### src/rtl/kmp_pkg.sv
// kmp_pkg: shared constants and types of the keyframe motion player
package kmp_pkg;

   localparam logic [2:0] OP_WRITE_FRAME = 3'd0;
   localparam logic [2:0] OP_WRITE_TRACK = 3'd1;
   localparam logic [2:0] OP_START       = 3'd2;
   localparam logic [2:0] OP_CLEAR       = 3'd3;
   localparam logic [2:0] OP_TICK        = 3'd4;

   localparam logic [1:0] MODE_LOOP = 2'd0;
   localparam logic [1:0] MODE_STOP = 2'd1;

   localparam int DUR_W   = 15;
   localparam int MOVE_W  = 16;
   localparam int STEP_W  = 24;
   localparam int FRAME_W = 11;
   localparam int TICKS_W = 16;

   typedef enum logic [6:0] {
      S_IDLE = 7'b0000001,
      S_TRK  = 7'b0000010,
      S_REC1 = 7'b0000100,
      S_REC2 = 7'b0001000,
      S_DX   = 7'b0010000,
      S_DY   = 7'b0100000,
      S_OUT  = 7'b1000000
   } state_type;

endpackage

### src/rtl/kmp_div.sv
// kmp_div: shared restoring divider, one quotient bit per cycle
module kmp_div #(
   parameter int NW = 24
) (
   input  logic                        clock,
   input  logic                        reset,
   input  logic                        start,
   input  logic [NW-1:0]               num,
   input  logic [kmp_pkg::DUR_W-1:0]   den,
   output logic                        done,
   output logic [NW-1:0]               quot
);

   localparam int CW = $clog2(NW + 1);

   logic                        busy_ff, busy_in;
   logic                        done_ff, done_in;
   logic [CW-1:0]               cnt_ff, cnt_in;
   logic [kmp_pkg::DUR_W:0]     rem_ff, rem_in;
   logic [NW-1:0]               q_ff, q_in;
   logic [kmp_pkg::DUR_W-1:0]   den_ff, den_in;
   logic [kmp_pkg::DUR_W:0]     rem_sh;

   always_comb begin
      busy_in = busy_ff;
      done_in = 1'b0;
      cnt_in  = cnt_ff;
      rem_in  = rem_ff;
      q_in    = q_ff;
      den_in  = den_ff;
      rem_sh  = {rem_ff[kmp_pkg::DUR_W-1:0], q_ff[NW-1]};
      if (start) begin
         busy_in = 1'b1;
         cnt_in  = CW'(NW);
         rem_in  = '0;
         q_in    = num;
         den_in  = den;
      end else if (busy_ff) begin
         if (rem_sh >= {1'b0, den_ff}) begin
            rem_in = rem_sh - {1'b0, den_ff};
            q_in   = {q_ff[NW-2:0], 1'b1};
         end else begin
            rem_in = rem_sh;
            q_in   = {q_ff[NW-2:0], 1'b0};
         end
         cnt_in = cnt_ff - 1'b1;
         if (cnt_ff == CW'(1)) begin
            busy_in = 1'b0;
            done_in = 1'b1;
         end
      end
   end

   always_ff @(posedge clock) begin
      if (reset) begin
         busy_ff <= 1'b0;
         done_ff <= 1'b0;
         cnt_ff  <= '0;
      end else begin
         busy_ff <= busy_in;
         done_ff <= done_in;
         cnt_ff  <= cnt_in;
      end
      rem_ff <= rem_in;
      q_ff   <= q_in;
      den_ff <= den_in;
   end

   assign done = done_ff;
   assign quot = q_ff;

endmodule

### config.mk
export PLATFORM = sky130hd
export DESIGN_NAME = kmp_div
export DESIGN_NICKNAME = d
export VERILOG_FILES = /design/src/rtl/kmp_pkg.sv /design/src/rtl/kmp_div.sv
export SDC_FILE = /design/constraint.sdc
export NUM_CORES = 1
export LEC_CHECK = 0
export BUFFER_PORTS_ARGS = -buffer_cell sky130_fd_sc_hd__buf_2
export CORE_MARGIN = 2
export CORE_UTILIZATION = 36
export CTS_CLUSTER_DIAMETER = 60
export DETAILED_ROUTE_END_ITERATION = 8
export SLEW_MARGIN = 0
export SYNTH_ARGS = -nofsm -noshare
export SYNTH_HDL_FRONTEND = slang
export SYNTH_SLANG_ARGS = --single-unit
### constraint.sdc
create_clock -name clock -period 2.8 [get_ports clock]
set_clock_uncertainty 0.1 [all_clocks]
set_input_delay 0.42 -clock clock [delete_from_list [all_inputs] [get_ports clock]]
set_output_delay 0.42 -clock clock [all_outputs]
set_load 0.01 [all_outputs]
==> flow_metrics.py <==
metrics = {
    "clock_network": {
        "h-tree-depth": 3,
        "cts_inserted_buffers": 9,
        "cts_hold_buffers": 0,
        "postCtsSetupBuffers": 0,
        "cts-root-buf": "clkbuf_8",
        "clk_path_buf_depth": 2,
        "clkSinkCount": 61,
        "cts_tree": "yes",
        "clk-insertion-delay-late_ps": 350,
        "path_clk_slew_ps": 80,
        "cts_resized": 0,
    },
    "global_routing": {
        "grt_use_total_pct": 16.1,
        "grt_overflow": 0,
        "antenna_found_initial": 0,
        "first_global_vias": 2653,
        "grt_pass1_wl_mm": 12.8,
        "grt_max_degree": 38,
    },
    "timing": {
        "worst_slew_pin_slew_ps": 448,
        "finalCriticalPeriod_ps": 2540,
        "maxSlewViolCount": 0,
        "max_slew_margin_pct": 70.2,
        "final-hold-violation-count": 0,
        "final-setup-viol-count": 0,
        "setup_tns_ps": 0,
        "fmax_mhz": 394,
        "setup_slack_ps": 259,
        "rsz0062_at_grt": "no",
        "period_share_pct": 90.7,
    },
    "routing": {
        "drt_wl_total_mm": 7.82,
        "ant_nets": 0,
        "drc_errors": 0,
        "drt_first_iter_violations": 117,
        "via_per_inst": 5.33,
        "drt-pass1-iter-count": 4,
        "vias": 2711,
        "wl_per_cell_um": 15.4,
    },
    "die": {
        "die_h_um": 101,
        "rows": 35,
        "core_um2": 9200,
        "floorplan.initialDensity_pct": 36.9,
        "die_x_um": 101,
        "die-area_um2": 10200,
        "ios": 67,
    },
    "yosys": {
        "async_flop_share_pct": 0,
        "synth-main-ff-cell": "edfxtp_1",
        "synthCells": 321,
        "yosysSeqAreaShare_pct": 47.5,
        "ys_ff_latch": 61,
        "synth.net_count": 381,
        "synthDistinctLibCells": 52,
        "syn_area_um2": 3400,
        "synth_edf_count": 39,
        "yosys_warnings": 0,
        "postSynthAreaPerCell_um2": 10.6,
    },
    "place": {
        "hpwlAfterDp_mm": 5.55,
        "pre_cts_ws_ps": 265,
        "routabilityCongestion": 0.889,
        "io_buffers": 66,
        "postPlaceCellArea_um2": 3850,
    },
    "min_path": {
        "hp-start": "den[3]",
        "min_path_type": "input pin to flip-flop",
    },
    "worst_setup_path": {
        "crit_path_max_fanout": 3,
        "cp.required_ps": 2930,
        "worstPathArrival_ps": 2670,
        "critPathCaptureType": "flip-flop",
        "timing.rr.start": "quot[23]$_DFFE_PP_",
        "path_class": "flip-flop to flip-flop",
        "start_kind": "flip-flop",
        "timing.critical_path.from": "quot[23]$_DFFE_PP_",
    },
    "finish": {
        "utilization_pct": 44.3,
        "fillers": 887,
        "area_growth_pct": 20.0,
        "fin_area_um2": 4080,
        "diodes": 0,
        "multi_input_comb_area_um2": 1590,
        "fin_nets": 453,
        "drive_above_1_share_pct": 31.7,
        "regArea_um2": 1610,
    },
    "pwr": {
        "p_leak_nw": 1.73,
        "powerDensity_nw_per_um2": 583,
        "power.total_mw": 2.38,
        "ir_drop_v": 0.000253,
    },
    "flow_run": {
        "max-cap-violations": 0,
    },
    "outcome": {
        "status": "complete, no violations",
    },
}
==> final timing paths <==
check	slack [ps]	end	depth (start not counted)
hold / removal	150	den_ff[3]$_DFFE_PP_	1
hold reg to reg	410	rem_ff[11]$_SDFFE_PP0P_	2
setup reg to reg	260	rem_ff[14]$_SDFFE_PP0P_	9
setup / recovery	260	rem_ff[14]$_SDFFE_PP0P_	9
==> area by class of cell <==
class	instances	share of cell area, %
Sequential cell	61	39.5
Multi-Input combinational cell	219	39.1
Clock inverter	6	2.33
Timing Repair Buffer	78	10.3
Inverter	24	2.21
Clock buffer	10	3.13
Tap cell	111	3.41
==> cell usage in the layout, fill, tap and decap left out, types with 4 or more instances in the layout <==
master and instances:
mux2_2 25, a21oi_1 16, a21o_1 5, dfxtp_1 22, nor2_1 24, buf_2 66
buf_4 12, o211ai_1 8, clkbuf_8 9, nand3_1 8, o31ai_1 5, edfxtp_1 39
o21ai_0 8, o311a_1 4, inv_1 24, a221o_1 4, nor3_1 9, ha_1 17
nand2_1 28, xnor2_1 8, nor2b_1 4
==> cells by family (layout without fill, tap and decap cells) <==
family                   after synthesis  in the layout  synth area share, %
multiplexers                          26             26                 8.59
AND/OR/NAND/NOR                       87             87                 11.9
XOR/XNOR                              11             11                 2.84
AO/OA/AOI/OAI                         77             77                 16.7
adder cells (fa/ha/maj)               18             18                 6.85
flip-flops                            61             61                 47.5
buffers and inverters                 41            118                 5.67
==> layer usage <==
layer  vias up  wire, µm  GRT usage [%]
li1       1353         -              -
met1      1270      3750           20.9
met2        76      3500           25.6
met3        12       456           4.92
met4         0       115           5.51
met5         -         0              0
==> synthesized netlist by cell type, types with 5 or more instances <==
| cell type | number | area, µm² |
|---|---|---|
| ha_1 | 17 | 213 |
| inv_1 | 24 | 90.1 |
| nand3_1 | 8 | 40.0 |
| clkbuf_1 | 7 | 26.3 |
| o21ai_0 | 8 | 40.0 |
| xnor2_1 | 8 | 70.1 |
| nand2_1 | 28 | 105 |
| o211ai_1 | 8 | 60.1 |
| a21o_1 | 5 | 37.5 |
| a21oi_1 | 16 | 80.1 |
| o31ai_1 | 5 | 37.5 |
| nor3_1 | 9 | 45.0 |
| dfxtp_1 | 22 | 440 |
| mux2_2 | 25 | 282 |
| edfxtp_1 | 39 | 1170 |
| nor2_1 | 24 | 90.1 |
==> registers in the layout, summed over array words and instances (netlist names) <==
register / cells
busy_ff: 1
cnt_ff: 5
den_ff: 15
done: 1
quot: 24
rem_ff: 15
==> where the power goes <==
| group | total, mW | internal [mW] | switching (mW) | leakage, nW |
|---|---|---|---|---|
| combinational | 0.409 | 0.183 | 0.227 | 1.05 |
| clock | 0.892 | 0.509 | 0.383 | 0.111 |
| sequential | 1.08 | 1.04 | 0.0368 | 0.568 |
| total | 2.38 | 1.73 | 0.646 | 1.73 |
==> worst max-delay path, cell delays in order, from the launching register on <==
cell	delay, ps
edfxtp_1	340
inv_1	50
ha_1	220
fa_1	400
nand2b_1	200
a211oi_1	390
o21ai_0	190
mux2_2	300
o221ai_1	160
nand3_1	80
==> through the flow <==
step                hold WS (ps)  std cells
finish                       145        509
global route                 135        509
CTS                          132        509
detailed placement           410        493
global placement             396        493
floorplan                    371        321
(Power assumes the default switching activity.)
